$ cat src/rtl/mvn_pkg.sv
package mvn_pkg;

   // Defaults for the top-level parameters
   localparam int MAX_VERTICES_DEF = 1024;
   localparam int COORD_BITS_DEF   = 16;

   // Fixed field and datapath widths
   localparam int COORD_PORT_BITS = 16;
   localparam int COORD_BITS_MAX  = 24;
   localparam int IDX_BITS        = 10;
   localparam int CORNER_BITS     = 16;
   localparam int VCOUNT_BITS     = 11;
   localparam int LIM_BITS        = 17;
   localparam int SUM_BITS        = 51;
   localparam int OUT_BITS        = 35;
   localparam int COUNT_BITS      = 16;
   localparam int MUL_BITS        = 31;
   localparam int PROD_BITS       = 2 * MUL_BITS;
   localparam int DIV_N_BITS      = 51;
   localparam int DIV_D_BITS      = 31;
   localparam int DIV_CNT_BITS    = $clog2(DIV_N_BITS);
   localparam int SQ_BITS         = 62;
   localparam int ROOT_BITS       = 31;
   localparam int Q14_SHIFT       = 14;
   localparam int CSR_IDX_BITS    = 2;

   localparam logic [COUNT_BITS-1:0] COUNT_MAX = '1;
   localparam logic [DIV_N_BITS-1:0] ONE_Q14   = DIV_N_BITS'(1) << Q14_SHIFT;

   // Operation codes
   typedef enum logic [1:0] {
      OP_WRITE = 2'd0,
      OP_FACE  = 2'd1,
      OP_QUERY = 2'd2,
      OP_CLEAR = 2'd3
   } op_type;

   // Status codes
   localparam logic [1:0] STATUS_OK     = 2'd0;
   localparam logic [1:0] STATUS_REPEAT = 2'd1;
   localparam logic [1:0] STATUS_RANGE  = 2'd2;

   // Result kinds
   localparam logic KIND_FACE   = 1'b0;
   localparam logic KIND_VERTEX = 1'b1;

   // Register indexes
   localparam logic [CSR_IDX_BITS-1:0] CSR_NORMALIZE    = 2'd0;
   localparam logic [CSR_IDX_BITS-1:0] CSR_VERTEX_COUNT = 2'd1;

   // One row of the accumulation store
   typedef struct packed {
      logic signed [SUM_BITS-1:0] sum_x;
      logic signed [SUM_BITS-1:0] sum_y;
      logic signed [SUM_BITS-1:0] sum_z;
      logic [COUNT_BITS-1:0]      count;
   } row_type;

   typedef struct packed {
      logic                  start;
      logic [DIV_N_BITS-1:0] dividend;
      logic [DIV_D_BITS-1:0] divisor;
   } div_req_type;

   typedef struct packed {
      logic                  done;
      logic [DIV_N_BITS-1:0] quotient;
   } div_rsp_type;

   typedef struct packed {
      logic               start;
      logic [SQ_BITS-1:0] radicand;
   } sqrt_req_type;

   typedef struct packed {
      logic                 done;
      logic [ROOT_BITS-1:0] root;
   } sqrt_rsp_type;

   typedef enum logic [4:0] {
      S_CLEAR,
      S_IDLE,
      S_CHECK,
      S_FRD_A,
      S_FRD_B,
      S_FRD_C,
      S_FCAP_C,
      S_CROSS,
      S_ACC_RD,
      S_ACC_WR,
      S_Q_RD,
      S_Q_CAP,
      S_DIV_GO,
      S_DIV_WAIT,
      S_NORM_ABS,
      S_NORM_SHIFT,
      S_SQUARE,
      S_SQRT_GO,
      S_SQRT_WAIT,
      S_QDIV_GO,
      S_QDIV_WAIT,
      S_OUT
   } state_type;

   // Add with clamp to the signed sum range
   function automatic logic signed [SUM_BITS-1:0] sat_add(
      input logic signed [SUM_BITS-1:0] s,
      input logic signed [SUM_BITS-1:0] n
   );
      logic signed [SUM_BITS:0] r;
      r = {s[SUM_BITS-1], s} + {n[SUM_BITS-1], n};
      if (r[SUM_BITS] != r[SUM_BITS-1]) begin
         if (r[SUM_BITS]) begin
            return {1'b1, {(SUM_BITS-1){1'b0}}};
         end
         return {1'b0, {(SUM_BITS-1){1'b1}}};
      end
      return r[SUM_BITS-1:0];
   endfunction

   // Magnitude of a signed sum-width value
   function automatic logic [SUM_BITS-1:0] mag(input logic signed [SUM_BITS-1:0] s);
      logic signed [SUM_BITS-1:0] t;
      t = s[SUM_BITS-1] ? -s : s;
      return t;
   endfunction

endpackage

$ cat src/rtl/mvn_divider.sv
module mvn_divider (
   input  logic                 clock,
   input  logic                 reset,
   input  mvn_pkg::div_req_type req,
   output mvn_pkg::div_rsp_type rsp
);

   logic                                 busy_ff;
   logic                                 done_ff;
   logic [mvn_pkg::DIV_CNT_BITS-1:0]     cnt_ff;
   logic [mvn_pkg::DIV_N_BITS-1:0]       quo_ff;
   logic [mvn_pkg::DIV_D_BITS-1:0]       rem_ff;
   logic [mvn_pkg::DIV_D_BITS-1:0]       dsr_ff;

   logic [mvn_pkg::DIV_D_BITS:0]         rem_sh;
   logic                                 ge;
   logic [mvn_pkg::DIV_D_BITS:0]         rem_dif;

   // One restoring step: bring down a dividend bit, subtract if it fits
   always_comb begin
      rem_sh  = {rem_ff, quo_ff[mvn_pkg::DIV_N_BITS-1]};
      ge      = (rem_sh >= {1'b0, dsr_ff});
      rem_dif = rem_sh - {1'b0, dsr_ff};
   end

   // Sequence control
   always_ff @(posedge clock) begin
      if (reset) begin
         busy_ff <= 1'b0;
         done_ff <= 1'b0;
         cnt_ff  <= '0;
      end else begin
         done_ff <= 1'b0;
         if (req.start) begin
            busy_ff <= 1'b1;
            cnt_ff  <= '0;
         end else if (busy_ff) begin
            cnt_ff <= cnt_ff + 1'b1;
            if (cnt_ff == mvn_pkg::DIV_CNT_BITS'(mvn_pkg::DIV_N_BITS - 1)) begin
               busy_ff <= 1'b0;
               done_ff <= 1'b1;
            end
         end
      end
   end

   // Shift quotient in, keep partial remainder
   always_ff @(posedge clock) begin
      if (req.start) begin
         quo_ff <= req.dividend;
         rem_ff <= '0;
         dsr_ff <= req.divisor;
      end else if (busy_ff) begin
         quo_ff <= {quo_ff[mvn_pkg::DIV_N_BITS-2:0], ge};
         rem_ff <= ge ? rem_dif[mvn_pkg::DIV_D_BITS-1:0] : rem_sh[mvn_pkg::DIV_D_BITS-1:0];
      end
   end

   assign rsp.done     = done_ff;
   assign rsp.quotient = quo_ff;

endmodule

$ cat config.mk
export PLATFORM = sky130hd
export DESIGN_NAME = mvn_divider
export DESIGN_NICKNAME = d
export VERILOG_FILES = /design/src/rtl/mvn_pkg.sv /design/src/rtl/mvn_divider.sv
export SDC_FILE = /design/constraint.sdc
export NUM_CORES = 1
export LEC_CHECK = 0
export CAP_MARGIN = 5
export CORE_MARGIN = 10
export CORE_UTILIZATION = 57
export DETAILED_ROUTE_END_ITERATION = 6
export DONT_BUFFER_PORTS = 1
export PLACE_DENSITY = 0.72
export SLEW_MARGIN = 10
export SYNTH_ARGS = -nofsm -noshare
export SYNTH_HDL_FRONTEND = slang
export SYNTH_SLANG_ARGS = --single-unit
$ cat constraint.sdc
create_clock -name clock -period 3.13 [get_ports clock]
set_input_delay 0.7825 -clock clock [delete_from_list [all_inputs] [get_ports clock]]
set_output_delay 0.7825 -clock clock [all_outputs]
set_load 0.005 [all_outputs]
==> reports/metrics.yaml <==
status: "completed"
arrival_ns: 3.29
hold_path_depth: 1
instances_no_fill: 766
antenna_found_initial: 0
worstMarginPinSlew_ns: 1.060
p_leak_nw: 2.795
postSynthAreaPerCell_sq_um: 10.93
r2r_cells: 12
r2r_start: "quo_ff[50]$_DFFE_PP_"
port_buffers: 0
maxSlewViolCount: 0
grt_overflow_total: 0
coreArea_sq_um: 11470
max_freq_mhz: 337.1
dp.cells: 734
fin_skew_ns: 0.01290
yosysTopAreaCell: "edfxtp_1"
n_antenna_cell: 0
routed_via_density: 6.060
rsz0062_at_grt: "yes"
timing.final.crit_share_pct: 94.79
cts_sinks: 121
powerDensity_nw_per_um2: 639.0
final_common_cell: "edfxtp_1"
die_h_microns: 128.3
ctsResizeCount: 0
seq_power_share_pct: 42.0
setup_viol: 0
cts_buffers: 17
cts_buffer_depth: 2
grt_util_all_layers_pct: 19.07
hold_start: "reset"
ios: 137
cp-start-kind: "flop"
synth-seq-cells: 121
grt_max_degree: 116
synth_area_sq_um: 6680
syn_to_final_growth_pct: 10.49
comb_power_share_pct: 16.3
cp_max_fo: 4
die_x_microns: 128.3
relSlewSlack_pct: 29.24
fin_nets: 729
most-common-layout-cells: "82 x edfxtp_1, 60 x nand2_1, 52 x mux2_2, 52 x nor2_1"
synthCells: 611
vias: 4642
timing.hold.ws_ns: 0.4239
hold_end: "busy_ff$_SDFF_PP0_"
ant_nets: 0
fin_crit_ns: 2.967
regToRegSetupSlack_ns: 0.16
swShare_pct: 27.95
synthFlopType: "edfxtp_1"
p_clk_share_pct: 41.7
start_util_pct: 58.25
hold_viol: 0
hold_buffers: 0
place_congestion: 0.8892
cts_tree: "done"
drtIter0Drc: 244
first_pass_iters: 5
p_int_mw: 3.398
dieArea_sq_um: 16450
mappedNetlistNets: 730
grt_pass1_vias: 4844
synthTopCellsByArea: "edfxtp_1 37%, dfxtp_1 12%, mux2_2 8.8%, ha_1 6.2%, a311oi_2 3.4%"
cts_root_buffer: "clkbuf_16"
net-switching-power_mw: 1.318
synth_warnings: 0
vdd_drop_max_v: 0.0004935
criticalPathCategory: "reg -> reg"
endpoint_kind: "flop"
wire_per_inst_microns: 19.87
grt_pass1_wl_microns: 25190
seq_area_frac_synth_pct: 48.55
synth_top_area_share_pct: 36.86
insertion_delay_ns: 0.43
hold_class: "in -> reg"
worstPathRequired_ns: 3.45
async_reset_ff_share_pct: 0
post_cts_buffers: 0
cts_max_level: 4
synth.distinct_cells: 68
r2r_end: "rem_ff[30]$_SDFFE_PP0P_"
drive_gt1_share_pct: 20.71
drv_cap: 0
synth_enable_flop_cells: 82
route.detailed.drc: 0
rows: 39
clkTransAtPathRegs_ns: 0.06
hpwl_microns: 10910
wl_microns: 15220
==> cell usage after synthesis (all sizes together) (2+ instances only) <==
cell type / number
edfxtp: 82
nand2: 64
mux2: 53
nor2: 53
inv: 40
dfxtp: 39
a21oi: 35
ha: 33
o21ai: 24
a311oi: 21
clkbuf: 17
xnor2: 15
xor2: 11
buf: 9
nand3: 9
a21o: 8
a211oi: 7
nor2b: 7
o211ai: 7
a31oi: 6
nand2b: 6
nand4: 6
o21a: 5
a22oi: 4
and2: 4
nor3: 4
o21bai: 4
or2: 4
o31a: 3
o31ai: 3
a21boi: 2
a221oi: 2
a31o: 2
and3: 2
mux2i: 2
nand4b: 2
nor4: 2
or3: 2
==> through the flow <==
| step | area [sq um] | TNS (ns) | utilization, % | setup slack, ns | power (mW) |
|---|---|---|---|---|---|
| finish | 7381 | 0 | 64.36 | 0.1631 | 4.716 |
| global route | 7381 | -0.07147 | 64.36 | -0.07147 | 4.927 |
| CTS | 7375 | 0 | 64.31 | 0.1185 | 4.749 |
| detailed placement | 6780 | 0 | 59.13 | 0.1417 | 2.770 |
| global placement | 6780 | 0 | 59.13 | 0.2697 | 2.759 |
| floorplan | 6680 | 0 | - | 0.3638 | 2.617 |
==> state kept, by name, indices dropped and copies added, names as in the netlist <==
register,flops
busy_ff,1
cnt_ff,6
done_ff,1
dsr_ff,31
quo_ff,51
rem_ff,31
==> power by group through the flow <==
stage	clock, mW	sequential [mW]	combinational, mW
2_1_floorplan	0	1.97	0.644
3_3_place_gp	0	2.01	0.746
3_5_place_dp	0	2.01	0.757
4_1_cts	2.00	1.99	0.762
5_1_grt	2.06	2.00	0.865
6_report	1.97	1.98	0.768
==> worst max path at each step <==
stage | from | to
CTS | quo_ff[50]$_DFFE_PP_ | rem_ff[30]$_SDFFE_PP0P_
global route | quo_ff[50]$_DFFE_PP_ | rem_ff[30]$_SDFFE_PP0P_
detailed placement | quo_ff[50]$_DFFE_PP_ | rem_ff[30]$_SDFFE_PP0P_
floorplan | quo_ff[50]$_DFFE_PP_ | rem_ff[30]$_SDFFE_PP0P_
finish | quo_ff[50]$_DFFE_PP_ | rem_ff[30]$_SDFFE_PP0P_
global placement | quo_ff[50]$_DFFE_PP_ | rem_ff[30]$_SDFFE_PP0P_
==> metal layers <==
layer	GRT usage [%]	part of all wire [%]	vias up
li1	-	-	2238
met1	22.83	42	2207
met2	28.48	45	178
met3	10.13	12	19
met4	6.954	1.5	0
met5	0	0	-
==> cell type report <==
cell class / instances / area [sq um]
Clock buffer: 18 / 429.2
Sequential cell: 121 / 3244
Inverter: 40 / 150.1
Multi-Input combinational cell: 424 / 3168
Fill cell: 886 / 4086
Tap cell: 143 / 178.9
Timing Repair Buffer: 6 / 45.04
Clock inverter: 14 / 165.2
==> worst max-delay path, stage by stage (launching register included) <==
cell      delay [ns]
edfxtp_1        0.34
inv_1           0.05
ha_1            0.21
fa_1            0.38
nand2b_1        0.20
a21oi_2         0.18
o21ai_2         0.09
a21oi_2         0.20
a21o_1          0.16
o21ai_1         0.15
o31ai_1         0.25
mux2_2          0.37
a311oi_1        0.28
==> kinds of logic after synthesis <==
kind of cell	synth area share, %
AOI/OAI and AO/OA	16.69
xor gates and xnor gates	3.409
adders and majority gates	6.481
buffers and inverters	4.121
DFF	48.55
muxes	9.234
and+or+nand+nor	11.52
(Power assumes the default switching activity.)
