--- src/rtl/mvn_pkg.sv ---
package mvn_pkg;

   // Defaults for the top-level parameters
   localparam int MAX_VERTICES_DEF = 1024;
   localparam int COORD_BITS_DEF   = 16;

   // Fixed field and datapath widths
   localparam int COORD_PORT_BITS = 16;
   localparam int COORD_BITS_MAX  = 24;
   localparam int IDX_BITS        = 10;
   localparam int CORNER_BITS     = 16;
   localparam int VCOUNT_BITS     = 11;
   localparam int LIM_BITS        = 17;
   localparam int SUM_BITS        = 51;
   localparam int OUT_BITS        = 35;
   localparam int COUNT_BITS      = 16;
   localparam int MUL_BITS        = 31;
   localparam int PROD_BITS       = 2 * MUL_BITS;
   localparam int DIV_N_BITS      = 51;
   localparam int DIV_D_BITS      = 31;
   localparam int DIV_CNT_BITS    = $clog2(DIV_N_BITS);
   localparam int SQ_BITS         = 62;
   localparam int ROOT_BITS       = 31;
   localparam int Q14_SHIFT       = 14;
   localparam int CSR_IDX_BITS    = 2;

   localparam logic [COUNT_BITS-1:0] COUNT_MAX = '1;
   localparam logic [DIV_N_BITS-1:0] ONE_Q14   = DIV_N_BITS'(1) << Q14_SHIFT;

   // Operation codes
   typedef enum logic [1:0] {
      OP_WRITE = 2'd0,
      OP_FACE  = 2'd1,
      OP_QUERY = 2'd2,
      OP_CLEAR = 2'd3
   } op_type;

   // Status codes
   localparam logic [1:0] STATUS_OK     = 2'd0;
   localparam logic [1:0] STATUS_REPEAT = 2'd1;
   localparam logic [1:0] STATUS_RANGE  = 2'd2;

   // Result kinds
   localparam logic KIND_FACE   = 1'b0;
   localparam logic KIND_VERTEX = 1'b1;

   // Register indexes
   localparam logic [CSR_IDX_BITS-1:0] CSR_NORMALIZE    = 2'd0;
   localparam logic [CSR_IDX_BITS-1:0] CSR_VERTEX_COUNT = 2'd1;

   // One row of the accumulation store
   typedef struct packed {
      logic signed [SUM_BITS-1:0] sum_x;
      logic signed [SUM_BITS-1:0] sum_y;
      logic signed [SUM_BITS-1:0] sum_z;
      logic [COUNT_BITS-1:0]      count;
   } row_type;

   typedef struct packed {
      logic                  start;
      logic [DIV_N_BITS-1:0] dividend;
      logic [DIV_D_BITS-1:0] divisor;
   } div_req_type;

   typedef struct packed {
      logic                  done;
      logic [DIV_N_BITS-1:0] quotient;
   } div_rsp_type;

   typedef struct packed {
      logic               start;
      logic [SQ_BITS-1:0] radicand;
   } sqrt_req_type;

   typedef struct packed {
      logic                 done;
      logic [ROOT_BITS-1:0] root;
   } sqrt_rsp_type;

   typedef enum logic [4:0] {
      S_CLEAR,
      S_IDLE,
      S_CHECK,
      S_FRD_A,
      S_FRD_B,
      S_FRD_C,
      S_FCAP_C,
      S_CROSS,
      S_ACC_RD,
      S_ACC_WR,
      S_Q_RD,
      S_Q_CAP,
      S_DIV_GO,
      S_DIV_WAIT,
      S_NORM_ABS,
      S_NORM_SHIFT,
      S_SQUARE,
      S_SQRT_GO,
      S_SQRT_WAIT,
      S_QDIV_GO,
      S_QDIV_WAIT,
      S_OUT
   } state_type;

   // Add with clamp to the signed sum range
   function automatic logic signed [SUM_BITS-1:0] sat_add(
      input logic signed [SUM_BITS-1:0] s,
      input logic signed [SUM_BITS-1:0] n
   );
      logic signed [SUM_BITS:0] r;
      r = {s[SUM_BITS-1], s} + {n[SUM_BITS-1], n};
      if (r[SUM_BITS] != r[SUM_BITS-1]) begin
         if (r[SUM_BITS]) begin
            return {1'b1, {(SUM_BITS-1){1'b0}}};
         end
         return {1'b0, {(SUM_BITS-1){1'b1}}};
      end
      return r[SUM_BITS-1:0];
   endfunction

   // Magnitude of a signed sum-width value
   function automatic logic [SUM_BITS-1:0] mag(input logic signed [SUM_BITS-1:0] s);
      logic signed [SUM_BITS-1:0] t;
      t = s[SUM_BITS-1] ? -s : s;
      return t;
   endfunction

endpackage

--- src/rtl/mvn_sqrt.sv ---
module mvn_sqrt (
   input  logic                  clock,
   input  logic                  reset,
   input  mvn_pkg::sqrt_req_type req,
   output mvn_pkg::sqrt_rsp_type rsp
);

   logic                         busy_ff;
   logic                         done_ff;
   logic [mvn_pkg::SQ_BITS-1:0]  x_ff;
   logic [mvn_pkg::SQ_BITS-1:0]  res_ff;
   logic [mvn_pkg::SQ_BITS-1:0]  bit_ff;

   logic [mvn_pkg::SQ_BITS-1:0]  trial;
   logic                         fits;

   always_comb begin
      trial = res_ff + bit_ff;
      fits  = (x_ff >= trial);
   end

   // Sequence control: one result digit per cycle
   always_ff @(posedge clock) begin
      if (reset) begin
         busy_ff <= 1'b0;
         done_ff <= 1'b0;
      end else begin
         done_ff <= 1'b0;
         if (req.start) begin
            busy_ff <= 1'b1;
         end else if (busy_ff && bit_ff[0]) begin
            busy_ff <= 1'b0;
            done_ff <= 1'b1;
         end
      end
   end

   // Digit-by-digit root, two radicand bits per step
   always_ff @(posedge clock) begin
      if (req.start) begin
         x_ff   <= req.radicand;
         res_ff <= '0;
         bit_ff <= mvn_pkg::SQ_BITS'(1) << (mvn_pkg::SQ_BITS - 2);
      end else if (busy_ff) begin
         if (fits) begin
            x_ff   <= x_ff - trial;
            res_ff <= (res_ff >> 1) + bit_ff;
         end else begin
            res_ff <= res_ff >> 1;
         end
         bit_ff <= bit_ff >> 2;
      end
   end

   assign rsp.done = done_ff;
   assign rsp.root = res_ff[mvn_pkg::ROOT_BITS-1:0];

endmodule

--- config.mk ---
export PLATFORM = sky130hd
export DESIGN_NAME = mvn_sqrt
export DESIGN_NICKNAME = d
export VERILOG_FILES = /design/src/rtl/mvn_pkg.sv /design/src/rtl/mvn_sqrt.sv
export SDC_FILE = /design/constraint.sdc
export NUM_CORES = 1
export LEC_CHECK = 0
export BUFFER_PORTS_ARGS = -buffer_cell sky130_fd_sc_hd__buf_2
export CORE_MARGIN = 3
export CORE_UTILIZATION = 39
export CTS_CLUSTER_DIAMETER = 150
export DETAILED_ROUTE_END_ITERATION = 7
export SYNTH_ARGS = -nofsm -noshare
export SYNTH_HDL_FRONTEND = slang
export SYNTH_SLANG_ARGS = --single-unit
export TNS_END_PERCENT = 100
--- constraint.sdc ---
create_clock -name clock -period 11.2 [get_ports clock]
set_clock_uncertainty 0.05 [all_clocks]
set_input_delay 0.56 -clock clock [delete_from_list [all_inputs] [get_ports clock]]
set_output_delay 0.56 -clock clock [all_outputs]
set_load 0.005 [all_outputs]
==> impl.org, run 1 <==
** Status
- Outcome :: completed

** Hold path
- Destination of the worst hold path :: busy_ff$_SDFFE_PP0P_
- The path class of the tightest hold or removal check is in2reg.
- Counting instances, the worst hold path has a depth of 2.
- The startpoint identified for the worst hold timing path is reset.

** Drt
- Drt via density :: 5.98
- The routed layout has approximately 15k vias.
- Average detailed-routed wire length per instance :: 19.6 um
- For this run, design rule violations remaining after detail routing come to 0.
- Final wirelength :: 47.9 mm
- Initial DRC Count :: ~1.4k
- Antenna violation net count after detailed routing :: 0
- Before antenna repair, the detailed router went through 6 iterations.

** Synthesis
- Multiplexer cells account for under 10% of the synthesized area.
- The synthesized design devotes to its leading area cell type roughly 13% of total area.
- Register bit total from synthesis :: roughly 160
- Dominant combinational cell family by area after synthesis :: compound AO/OA/AOI/OAI gates
- Xor/xnor share of the synthesized area :: under 10%
- After technology mapping, the gate count stands at between 1.5k and 2k.
- The synthesized netlist devotes 28.0% of its cell area to compound gates.
- A synthesized cell averages 7.75 um^2.
- Sequential cells were found to cover 24.9% of the synthesized design area.
- Proportion of register bits with asynchronous set or reset after synthesis :: 0%
- The synthesized netlist occupies a cell area of between 15000 and 20000 um^2.
- Counting distinct cell types in the post-synthesis netlist gives 85.
- dfxtp_1 takes more of the synthesized area than any other cell.
- When the netlist entered floorplanning its net count stood at 2146.
- Of the total synthesized cell area, the portion taken by full adders, half adders and majority gates is between 10% and 20%.
- Simple-gate share of the synthesized area :: 19.2%
- Top cells by area, synth :: dfxtp_1 (13%), edfxtp_1 (12%), ha_1 (10%)
- Warnings, synthesis :: 0
- For this run, the leading register cell type out of synthesis is dfxtp_1.
- In this run, synthesis inferred 62 flip-flops with an integrated enable.

** CTS
- Number of hold buffers added after cts :: 0
- TritonCTS built the clock tree.
- The clock passes through at most 2 buffers.
- The tree built by TritonCTS fans out to 157 sinks.
- Resized Gates After CTS :: 0
- Inserted Clock Buffers :: 17
- Clock latency on the worst-skew pair, taken at its later pin, is 0.46 ns.
- The H-tree was split into 4 levels.
- In this run the post-CTS setup repair buffer count came out at 0.
- Clk slew on worst S/H paths :: 0.07 ns
- Clock root buffer :: clkbuf_16

** Cells and area
- Layout cells sized above 1 :: 9.96%
- The library cell used most frequently in the layout, excluding fill and tap cells, is nand2_1.
- Leaving out fill and tap cells, the most frequent cells in the layout are nand2_1 (226), nor2_1 (201), o21ai_0 (162), a21oi_1 (129), ha_1 (126).
- For this run, the share of the core covered by cells in the final layout is between 40% and 50%.
- The repair_antennas step left the layout with diodes totalling 0.
- The finished layout holds approximately 2.4k standard cells, fillers aside.
- Net count reported at finish :: roughly 2.1k
- Compared with the post-synthesis result, the final layout area differs by 7.39%.

** Setup path
- Worst flop-to-flop path startpoint :: bit_ff[0]$_SDFFE_PP0P_
- Data arrives at the worst endpoint at 7.53 ns.
- For the worst setup path, the data required time is between 10 and 15 ns.
- Flop-to-flop setup slack :: 3.72 ns
- Critical Setup Path Class :: reg2reg
- Worst r2r path cells :: 24
- Reg-to-reg endpoint :: x_ff[61]$_DFFE_PP_
- Launching element type of the critical path :: flop
- Of all nets on the critical path, the largest fanout is 33.
- STA classifies the critical path endpoint as a flop.

** Timing
- The routed design could run at a clock period as short as 7.48 ns.
- Static timing analysis puts the maximum clock frequency at 134 MHz.
- Total Neg Setup Slack :: 0 ns
- Final Hold Viols :: 0
- Max-slew headroom :: around a quarter
- Setup repair after global routing left no endpoint under its margin.
- Dividing the final minimum period by the clock period gives approximately two thirds.
- For the pin with the worst max-slew slack, the measured transition is 1.13 ns.
- Setup violations remaining at the end of the flow were counted as 0.
- Number of max-slew violations in the final report :: 0

** Global route
- The total overflow left after global routing is 0.
- Number of antenna violations at the first check in global routing :: 0
- The first global-routing pass estimated between 70 and 80 mm of wire.
- In the global route stage, overall resource usage came out at approximately 23%.
- Entering global routing, the biggest net connects 103 pins.
- The via count of the first global-routing pass is 13.9k.

** Pwr
- LEAKAGE :: 6.35 nW
- VDD sags by at most 0.000111 V.
- For this design the ratio of total power to cell area is 187 nW/um^2.

** Die
- Die height :: 203 um
- 97 I/O pins were placed.
- Overall die area :: 41200 um^2
- For this configuration, the core starts out at a cell density of 39.9%.
- Die X-Extent :: 203 um
- Row count :: 71
- The region available for standard cell placement spans roughly 38000 um^2.

** Place
- Input and output buffers added on the ports amount to between 90 and 100.
- Gpl congestion :: 0.932
- The wire-length estimate of the detail-placed layout is 36.1 mm.
- The number of placed instances, taps included, is 2416.

** Flow run
- Number of max-cap violations :: 0
==> final cells by class <==
class                      instances  area [um^2]
sequential                       157         3770
multi-input combinational       1606        10500
timing repair buffer             106          562
fill                            3918        21700
tap                              511          639
clock inverter                    11          148
clock buffer                      21          504
inverter                          36          135
==> power breakdown <==
group / internal (mW) / total [mW] / switching (mW) / leakage [nW]
Combinational: 0.594 / 1.55 / 0.959 / 4.63
Clock: 0.392 / 0.661 / 0.269 / 0.319
Sequential: 0.736 / 0.830 / 0.0942 / 1.40
Total: 1.72 / 3.04 / 1.32 / 6.35
==> how the worst max path moves through the flow <==
| stage | start | end |
|---|---|---|
| 3_3_place_gp | bit_ff[0]$_SDFFE_PP0P_ | x_ff[61]$_DFFE_PP_ |
| 3_5_place_dp | res_ff[12]$_SDFFE_PP0P_ | x_ff[61]$_DFFE_PP_ |
| 6_report | bit_ff[0]$_SDFFE_PP0P_ | x_ff[61]$_DFFE_PP_ |
| 4_1_cts | bit_ff[0]$_SDFFE_PP0P_ | x_ff[49]$_DFFE_PP_ |
| 2_1_floorplan | res_ff[0]$_SDFFE_PP0P_ | x_ff[0]$_DFFE_PP_ |
| 5_1_grt | bit_ff[0]$_SDFFE_PP0P_ | x_ff[42]$_DFFE_PP_ |
==> routing by layer <==
layer	track usage, %	up-vias	wire, um	part of all wire (%)
met1	30.2	7026	21900	46
met5	0	-	0	0
li1	-	7135	-	-
met3	3.42	63	2560	5.4
met2	38.1	417	22300	47
met4	6.51	0	1110	2.3
==> cells in the mapped netlist (all sizes together) (41+ instances only) <==
cell type and number:
ha 126, a21o 52, edfxtp 62, a21oi 130, xnor2 60, xor2 82, nor2 203, mux2i 41
nand2 226, dfxtp 95, a31oi 61, nand4 45, buf 75, o21ai 171, clkbuf 80
==> cell families (layout without fill, tap and decap cells) <==
family | after synthesis | count (layout)
multiplexers | 49 | 49
buffers and inverters | 191 | 174
AND/OR/NAND/NOR | 637 | 637
XOR/XNOR | 142 | 142
adder cells (fa/ha/maj) | 127 | 127
AO/OA/AOI/OAI | 651 | 651
flip-flops | 157 | 157
==> registers in the layout, summed over array words and instances, names as in the netlist <==
signal	flops
busy_ff	1
bit_ff	31
x_ff	62
res_ff	62
done_ff	1
==> worst max-delay path, cell delays in order, from the launching register on <==
cell and delay, ns:
dfxtp_1 0.39, ha_1 0.23, ha_1 0.23, a211o_1 0.18, nor4bb_1 0.63, o21ai_1 0.28
nand2_1 0.24, nand2_1 0.10, a21oi_1 0.17, nor2_1 0.07, o31ai_1 0.46, a32oi_1 0.20
xor2_1 0.19, ha_1 0.42, nand2_1 0.14, nor4_2 0.37, nand2_1 0.08, or4_1 0.52
nand2_1 0.08, a31oi_1 0.05, a21oi_2 0.13, buf_4 0.37, nor2_4 0.09, o21ai_4 0.85
buf_4 0.54
==> stage by stage <==
step / area [um^2] / hold slack [ns] / total power [mW] / worst slack (ns)
floorplan: 15100 / 0.418 / 2.00 / 1.29
global placement: 15600 / 0.436 / 2.36 / 3.93
detailed placement: 15600 / 0.453 / 2.37 / 3.79
CTS: 16300 / 0.193 / 3.04 / 3.74
global route: 16300 / 0.202 / 3.25 / 3.21
finish: 16300 / 0.215 / 3.04 / 3.72
No activity file was read; power rests on OpenSTA's default activity.
==> inputs of run 2 (changes only) <==
==> constraint.sdc (replaced) <==
create_clock -name clock -period 7 [get_ports clock]
set_clock_uncertainty 0.05 [all_clocks]
set_input_delay 0.35 -clock clock [delete_from_list [all_inputs] [get_ports clock]]
set_output_delay 0.35 -clock clock [all_outputs]
set_load 0.005 [all_outputs]
==> impl.org, run 2 (synthesis results as in run 1) <==
** Hold path
- Hold-critical path depth :: 3 (was 2)
- The endpoint with the worst hold slack is x_ff[44]$_DFFE_PP_ (was busy_ff$_SDFFE_PP0P_).
- Min-Delay Path Class :: in2reg (unchanged)
- Hold path startpoint :: req[44] (was reset)

** Die
- Die X-Extent :: 203 um (unchanged)
- The floorplan core area came to 37900 um^2 (unchanged).
- Ports :: 97 (unchanged)
- Row count :: 71 (unchanged)
- The area of the die was 41200 um^2 (unchanged).
- Die height :: 203 um (unchanged)
- Starting Density :: 39.9% (unchanged)

** Cells and area
- The fraction of final layout cells sized beyond drive strength 1 came to 10.7% (was 9.96%).
- Ant. Diodes :: 0 (unchanged)
- Leading cell types in the layout, fill and taps excluded: nand2_1 (226), nor2_1 (202), o21ai_0 (162), a21oi_1 (129), ha_1 (126) (was nand2_1 (226), nor2_1 (201), o21ai_0 (162), a21oi_1 (129), ha_1 (126)).
- Area Overhead vs Synth :: 8.21% (was 7.39%)
- Biggest registers after layout :: res_ff (62), x_ff (62), bit_ff (31) (unchanged)
- The final net count is 2135 (was 2116).
- The footprint of the multi-input gates is 10500 um^2 (about the same).
- Final std cells w/o fill :: 2467 (was 2448)
- Commonest non-fill, non-tap cell in the layout :: nand2_1 (unchanged)
- The total of fill cells in the finished design was 3862 (was 3918).
- Sequential cell area :: 3770 um^2 (unchanged)

** Timing
- The final-report max-slew violation count was 0 (unchanged).
- The upper clock frequency limit is 151 MHz (was 134 MHz).
- The share of the clock period used by the worst path was 94.5% (was 66.8%).
- The total negative setup slack came to 0 ns (unchanged).
- The number of setup violations in the final report is 0 (unchanged).
- The actual slew at the worst max-slew pin was 0.978 ns (was 1.13 ns).
- Final Hold Viols :: 0 (unchanged)
- RSZ-0062 raised after global routing :: false (unchanged)
- The final critical-path required period came to 6.61 ns (was 7.48 ns).
- The worst relative slew slack was 34.8% (was 24.3%).

** Pwr
- The peak supply drop came to 0.000159 V (was 0.000111 V).
- Pwr per Cell Area :: 295 nW/um^2 (was 187 nW/um^2)
- LEAKAGE :: 6.44 nW (was 6.35 nW)

** Drt
- The per-cell routed wire length was 19.5 um (was 19.6 um).
- The detail-routed via count per cell is 5.97 (was 5.98).
- The remaining antenna violation count was 0 (unchanged).
- Post-route DRC :: 0 (unchanged)
- 1st-pass router iterations :: 6 (unchanged)
- Total via count in the routed design :: 14.7k (was 14.6k)
- Final wirelength :: 48.1 mm (was 47.9 mm)
- The number of DRC violations after detailed-routing iteration 0 came to 1403 (was 1354).

** Setup path
- Max incr delay on CP :: 0.67 ns (was 0.85 ns)
- The number of cells on the critical path was 24 (unchanged).
- Launching element type of the critical path :: flop (unchanged)
- Critical-path cell list: ha_1 > ha_1 > a211o_1 > nor4bb_1 > o21ai_1 > nand2_1 > nand2_1 > a21oi_1 > nor2_1 > o31ai_1 > a32oi_1 > xor2_1 > ha_1 > nand2_1 > nor4_2 > nand2_1 > or4_1 > nand2_1 > a31oi_1 > a21oi_2 > nor2_4 > buf_4 > or3_1 > a311oi_1 (was ha_1 > ha_1 > a211o_1 > nor4bb_1 > o21ai_1 > nand2_1 > nand2_1 > a21oi_1 > nor2_1 > o31ai_1 > a32oi_1 > xor2_1 > ha_1 > nand2_1 > nor4_2 > nand2_1 > or4_1 > nand2_1 > a31oi_1 > a21oi_2 > buf_4 > nor2_4 > o21ai_4 > buf_4).
- Reg-to-reg endpoint :: res_ff[59]$_SDFFE_PP0P_ (was x_ff[61]$_DFFE_PP_)
- Worst r2r path cells :: 24 (unchanged)
- Critical Setup Path Class :: reg2reg (unchanged)
- The critical path data required time came to 7.32 ns (was 11.25 ns).
- The critical path capture point type is a flop (unchanged).
- Worst flop-to-flop path startpoint :: bit_ff[0]$_SDFFE_PP0P_ (unchanged)
- The cell family contributing the most delay on the critical path was simple AND/OR/NAND/NOR gates (was compound AO/OA/AOI/OAI gates).
- The largest fanout on the critical path was 37 (was 33).
- The slack of the worst reg-to-reg path came to 0.39 ns (was 3.72 ns).
- Dominant cell type by count on the critical path :: nand2_1 (unchanged)
- The highest-delay cell along the critical path is nor4bb_1 (was o21ai_4).
- The arrival time of the worst setup path came to 6.93 ns (was 7.53 ns).
- The number of buffers and inverters on the critical path came to 1 (was 2).

** Global route
- Pin count of the biggest net entering global routing :: 83 (was 103)
- Number of global-route vias before repair :: 14.0k (was 13.9k)
- Wire length of the first global-routing pass :: 75.2 mm (was 75.5 mm)
- Global-route usage over all layers :: 22.6% (about the same)
- The sum of overflow across all layers after global routing came to 0 (unchanged).
- Number of antenna violations at the first check in global routing :: 1 (was 0)

** Flow run
- Number of max-cap violations :: 0 (unchanged)

** Status
- Outcome: completed (unchanged).

** Place
- Input/output buffers :: 96 (unchanged)
- Gpl congestion :: 0.945 (was 0.932)
- HPWL after detailed placement :: 36.2 mm (was 36.1 mm)
- The post-placement cell count came to 2434 (was 2416).

** CTS
- Clk slew on worst S/H paths :: 0.06 ns (was 0.07 ns)
- The CTS tree is yes (unchanged).
- Insertion delay to the later sink of the worst-skew pair :: 0.47 ns (was 0.46 ns)
- Clock root buffer :: clkbuf_16 (unchanged)
- Number of sinks handled by clock tree synthesis :: 157 (unchanged)
- Inserted Clock Buffers :: 17 (unchanged)
- Maximum buffer depth of the clock tree :: 2 (unchanged)
- H-tree depth reported by CTS :: 4 (unchanged)
## run 2: cell types whose count changed in the layout (fill, tap and decap cells not counted), sizes merged
cell         change
clkinvlp         -1
buf             +18
clkbuf           +3
bufinv           -2
dlygate4sd3      +1
## run 2: worst max path at each step
stage / start / endpoint / slack (ns)
global route: res_ff[12]$_SDFFE_PP0P_ / res_ff[59]$_SDFFE_PP0P_ / 0.006
detailed placement: bit_ff[0]$_SDFFE_PP0P_ / res_ff[59]$_SDFFE_PP0P_ / 0.50
floorplan: res_ff[0]$_SDFFE_PP0P_ / x_ff[0]$_DFFE_PP_ / 0.55
finish: bit_ff[0]$_SDFFE_PP0P_ / res_ff[59]$_SDFFE_PP0P_ / 0.39
global placement: bit_ff[0]$_SDFFE_PP0P_ / res_ff[59]$_SDFFE_PP0P_ / 0.61
CTS: bit_ff[0]$_SDFFE_PP0P_ / res_ff[59]$_SDFFE_PP0P_ / 0.44
## run 2: metal layers
metal  GRT usage, %  vias up  part of all wire, %  wire [um]
met2           36.9      473                   46      22000
met3           4.52       74                  6.2       2970
li1               -     7178                    -          -
met4           7.03        2                  2.4       1170
met1           30.0     7004                   46      21900
met5              0        -                0.027         13
## run 2: final cells by class
cell class | count | area share [%]
Inverter | 36 | 0.825
Tap cell | 511 | 3.90
Clock buffer | 24 | 3.26
Clock inverter | 8 | 0.450
Multi-Input combinational cell | 1606 | 64.1
Sequential cell | 157 | 23.0
Timing Repair Buffer | 125 | 4.47
## run 2: through the flow
step	hold slack (ns)	area (um^2)	worst slack, ns	total power [mW]	utilization, %
after floorplan	0.372	15200	0.550	3.20	-
after global placement	0.441	15800	0.613	3.79	41.6
after detailed placement	0.454	15800	0.502	3.81	41.6
after CTS	0.0834	16400	0.435	4.83	43.2
after global routing	0.110	16400	0.00607	5.16	43.2
final	0.102	16400	0.387	4.84	43.2
## run 2: worst min-delay path, delay by kind of cell
family | cells | cell delay [ns]
simple gates | 2 | 0.08
buf+inv | 1 | 0.07
## run 2: power by group
part	internal, mW	switching, mW	total (mW)
sequential	1.18	0.142	1.32
clock	0.570	0.422	0.992
combinational	0.986	1.54	2.52
## run 2: timing repair
action / in CTS / in global routing
buffers inserted: 0 / 0
resized for setup: 0 / 0
hold endpoints to repair: 2 / 0
hold buffers: 1 / 0
==> inputs of run 3 (changes only) <==
--- a/config.mk
+++ b/config.mk
@@ -10,6 +10,8 @@
 export CORE_UTILIZATION = 39
 export CTS_CLUSTER_DIAMETER = 150
 export DETAILED_ROUTE_END_ITERATION = 7
+export MAX_ROUTING_LAYER = met4
+export PLACE_DENSITY = 0.52
 export SYNTH_ARGS = -nofsm -noshare
 export SYNTH_HDL_FRONTEND = slang
 export SYNTH_SLANG_ARGS = --single-unit
==> impl.org, run 3 (synthesis results as in run 1) <==
** Place
- Dpl cells :: 2435 (was 2434)
- Gpl congestion :: 0.928 (was 0.945)
- The final HPWL from detailed placement was 36.9 mm (was 36.2 mm).
- The number of port buffers was 96 (unchanged).
- Setup slack after placement :: 0.424 ns (was 0.502 ns)

** Cells and area
- Final std cells w/o fill :: 2468 (was 2467)
- The fraction of final layout cells sized beyond drive strength 1 was 10.8% (was 10.7%).
- Leading cell types in the layout, fill and taps excluded :: nand2_1 (226), nor2_1 (201), o21ai_0 (162), a21oi_1 (129), ha_1 (126) (was nand2_1 (226), nor2_1 (202), o21ai_0 (162), a21oi_1 (129), ha_1 (126))
- The sequential cell area in the final layout is 3770 um^2 (unchanged).
- The most common cell after layout, fill and taps aside was nand2_1 (unchanged).
- Biggest registers after layout: res_ff (62), x_ff (62), bit_ff (31) (unchanged).
- Number of fill cells in the layout :: 3964 (was 3862)
- Area Overhead vs Synth :: 8.08% (was 8.21%)
- Ant. Diodes :: 0 (unchanged)
- Area occupied by multi-input gates :: 10500 um^2 (about the same)
- The final net count was 2136 (was 2135).

** Pwr
- LEAKAGE :: 6.42 nW (was 6.44 nW)
- Worst-case vdd ir drop :: 0.000144 V (was 0.000159 V)
- The total power came to 4.80 mW (was 4.84 mW).
- Pwr per Cell Area :: 293 nW/um^2 (was 295 nW/um^2)

** Drt
- Initial DRC Count :: 959 (was 1403)
- The remaining antenna violation count is 0 (unchanged).
- The iteration count of the initial detailed-routing pass came to 7 (was 6).
- The per-cell routed wire length came to 19.6 um (was 19.5 um).
- The total wire length after detailed routing came to 48.3 mm (was 48.1 mm).
- The total DRC errors in the routed layout came to 0 (unchanged).
- The detail-routed via count per cell came to 5.87 (was 5.97).
- The total number of vias came to 14.5k (was 14.7k).

** CTS
- Clock root buffer :: clkbuf_16 (unchanged)
- Inserted Clock Buffers :: 17 (unchanged)
- Maximum buffer depth of the clock tree :: 2 (unchanged)
- Clk slew on worst S/H paths :: 0.06 ns (about the same)
- The H-tree depth reported by CTS is 4 (unchanged).
- Number of setup buffers added after CTS :: 0 (unchanged)
- The number of sinks on the clock net came to 157 (unchanged).
- Insertion delay to the later sink of the worst-skew pair :: 0.47 ns (about the same)
- CTS tree :: yes (unchanged)

** Timing
- Final Hold Viols :: 0 (unchanged)
- The worst relative slew slack was 36.1% (was 34.8%).
- The actual slew at the worst max-slew pin was 0.958 ns (was 0.978 ns).
- The upper clock frequency limit was 151 MHz (about the same).
- Post-route minimum period :: 6.62 ns (was 6.61 ns)
- The worst hold margin was 0.105 ns (was 0.102 ns).
- Total of endpoints with negative setup slack in the final report :: 0 (unchanged)
- The total negative setup slack came to 0 ns (unchanged).
- Number of max-slew violations in the final report :: 0 (unchanged)
- The share of the clock period used by the worst path came to 94.6% (was 94.5%).
- Final worst slack :: 0.376 ns (was 0.387 ns)
- RSZ-0062 raised after global routing :: false (unchanged)

** Status
- Outcome :: completed (unchanged)

** Setup path
- The largest fanout on the critical path was 51 (was 37).
- The startpoint kind of the worst setup timing path was a flop (unchanged).
- Critical-path cell list: ha_1 > ha_1 > a211o_1 > nor4bb_1 > o21ai_1 > nand2_1 > a31o_2 > a221o_1 > a221o_1 > a41o_1 > nand2_1 > xor2_1 > ha_1 > nand2_1 > nor4_2 > nand2_1 > or4_1 > nand2_1 > a31oi_1 > a21oi_2 > nor2_4 > o21ai_4 > buf_12 (was ha_1 > ha_1 > a211o_1 > nor4bb_1 > o21ai_1 > nand2_1 > nand2_1 > a21oi_1 > nor2_1 > o31ai_1 > a32oi_1 > xor2_1 > ha_1 > nand2_1 > nor4_2 > nand2_1 > or4_1 > nand2_1 > a31oi_1 > a21oi_2 > nor2_4 > buf_4 > or3_1 > a311oi_1).
- Worst r2r path cells :: 23 (was 24)
- Dominant cell type by count on the critical path :: nand2_1 (unchanged)
- Crit-path slowest cell :: or4_1 (was nor4bb_1)
- Kind of capture point of the worst setup path :: flop (unchanged)
- The critical path data required time came to 7.08 ns (was 7.32 ns).
- Worst flop-to-flop path startpoint :: bit_ff[0]$_SDFFE_PP0P_ (unchanged)
- Reg-to-reg endpoint :: x_ff[1]$_DFFE_PP_ (was res_ff[59]$_SDFFE_PP0P_)
- Max incr delay on CP :: 0.51 ns (was 0.67 ns)
- CP bufs+invs :: 1 (unchanged)
- The arrival time of the worst setup path is 6.70 ns (was 6.93 ns).
- The slack of the worst reg-to-reg path is 0.38 ns (was 0.39 ns).
- The path type of the worst setup path is reg2reg (unchanged).
- Cell class contributing the biggest share of worst-path delay :: compound AO/OA/AOI/OAI gates (was simple AND/OR/NAND/NOR gates)

** Hold path
- Hold path startpoint :: req[44] (unchanged)
- Min-Delay Path Class :: in2reg (unchanged)
- The endpoint with the worst hold slack was x_ff[44]$_DFFE_PP_ (unchanged).
- The number of cells on the worst hold path was 3 (unchanged).

** Global route
- The global-route usage over all layers came to 23.6% (was 22.6%).
- Pin count of the biggest net entering global routing :: 81 (was 83)
- GR Overflow Total :: 0 (unchanged)
- The via count of the first global-routing pass came to 13.6k (was 14.0k).
- The first-pass GRT wire length is 75.4 mm (was 75.2 mm).
- The initial antenna violation count came to 1 (unchanged).

** Die
- The row count came to 71 (unchanged).
- The chip height was 203 um (unchanged).
- The count of boundary I/O pins came to 97 (unchanged).
- Die X-Extent :: 203 um (unchanged)
- The floorplan core area was 37900 um^2 (unchanged).
- The effective utilization at floorplan is 39.9% (unchanged).
- The area of the die was 41200 um^2 (unchanged).

** Flow run
- The total of max-cap violations is 0 (unchanged).
run 3: cell count changes in the layout (fill, tap and decap cells not counted), sizes merged:
cell	before	now
buf	124	125
clkbuf	24	21
clkinvlp	0	1
inv	38	40
run 3: worst min-delay path: cells and delay by family:
| family | cells | cell delay (ns) |
|---|---|---|
| buffers and inverters | 1 | 0.08 |
| and+or+nand+nor | 2 | 0.08 |
run 3: timing repair:
action | 4_1_cts | 5_1_grt
gates resized for setup | 0 | 0
hold buffers | 1 | 0
setup endpoints to repair | 0 | 0
endpoints found under the hold margin | 2 | 0
run 3: how the worst max path moves through the flow:
stage | startpoint | to | slack (ns) | cells past startpoint
floorplan | res_ff[0]$_SDFFE_PP0P_ | x_ff[0]$_DFFE_PP_ | 0.55 | 26
global placement | bit_ff[0]$_SDFFE_PP0P_ | res_ff[9]$_SDFFE_PP0P_ | 0.56 | 24
detailed placement | bit_ff[0]$_SDFFE_PP0P_ | x_ff[12]$_DFFE_PP_ | 0.42 | 23
CTS | bit_ff[0]$_SDFFE_PP0P_ | x_ff[15]$_DFFE_PP_ | 0.41 | 23
global route | res_ff[12]$_SDFFE_PP0P_ | res_ff[9]$_SDFFE_PP0P_ | 0.03 | 23
finish | bit_ff[0]$_SDFFE_PP0P_ | x_ff[1]$_DFFE_PP_ | 0.38 | 23
run 3: metrics by stage:
stage | util, % | instance area, um^2
2_1_floorplan | - | 15200
3_3_place_gp | 41.6 | 15800
3_5_place_dp | 41.6 | 15800
4_1_cts | 43.2 | 16400
5_1_grt | 43.2 | 16400
6_report | 43.2 | 16400
run 3: power by group:
part / leakage, nW / total (mW) / internal, mW / switching (mW)
registers: 1.40 / 1.32 / 1.18 / 0.142
clock network: 0.285 / 0.954 / 0.522 / 0.433
logic: 4.74 / 2.52 / 0.994 / 1.53
run 3: cell type report:
class | count | area share (%)
multi-input cells | 1606 | 64.2
flip-flops and latches | 157 | 23.0
repair buffers | 126 | 4.52
well taps | 511 | 3.91
clock buffers | 21 | 2.87
inverters | 36 | 0.826
clock inverters | 11 | 0.657
run 3: routing by layer:
layer	up-vias	global-route usage [%]	routed length, um
met5	-	-	0
li1	7190	-	-
met3	61	3.19	2190
met2	384	39.7	23200
met4	0	6.27	1130
met1	6852	29.9	21800
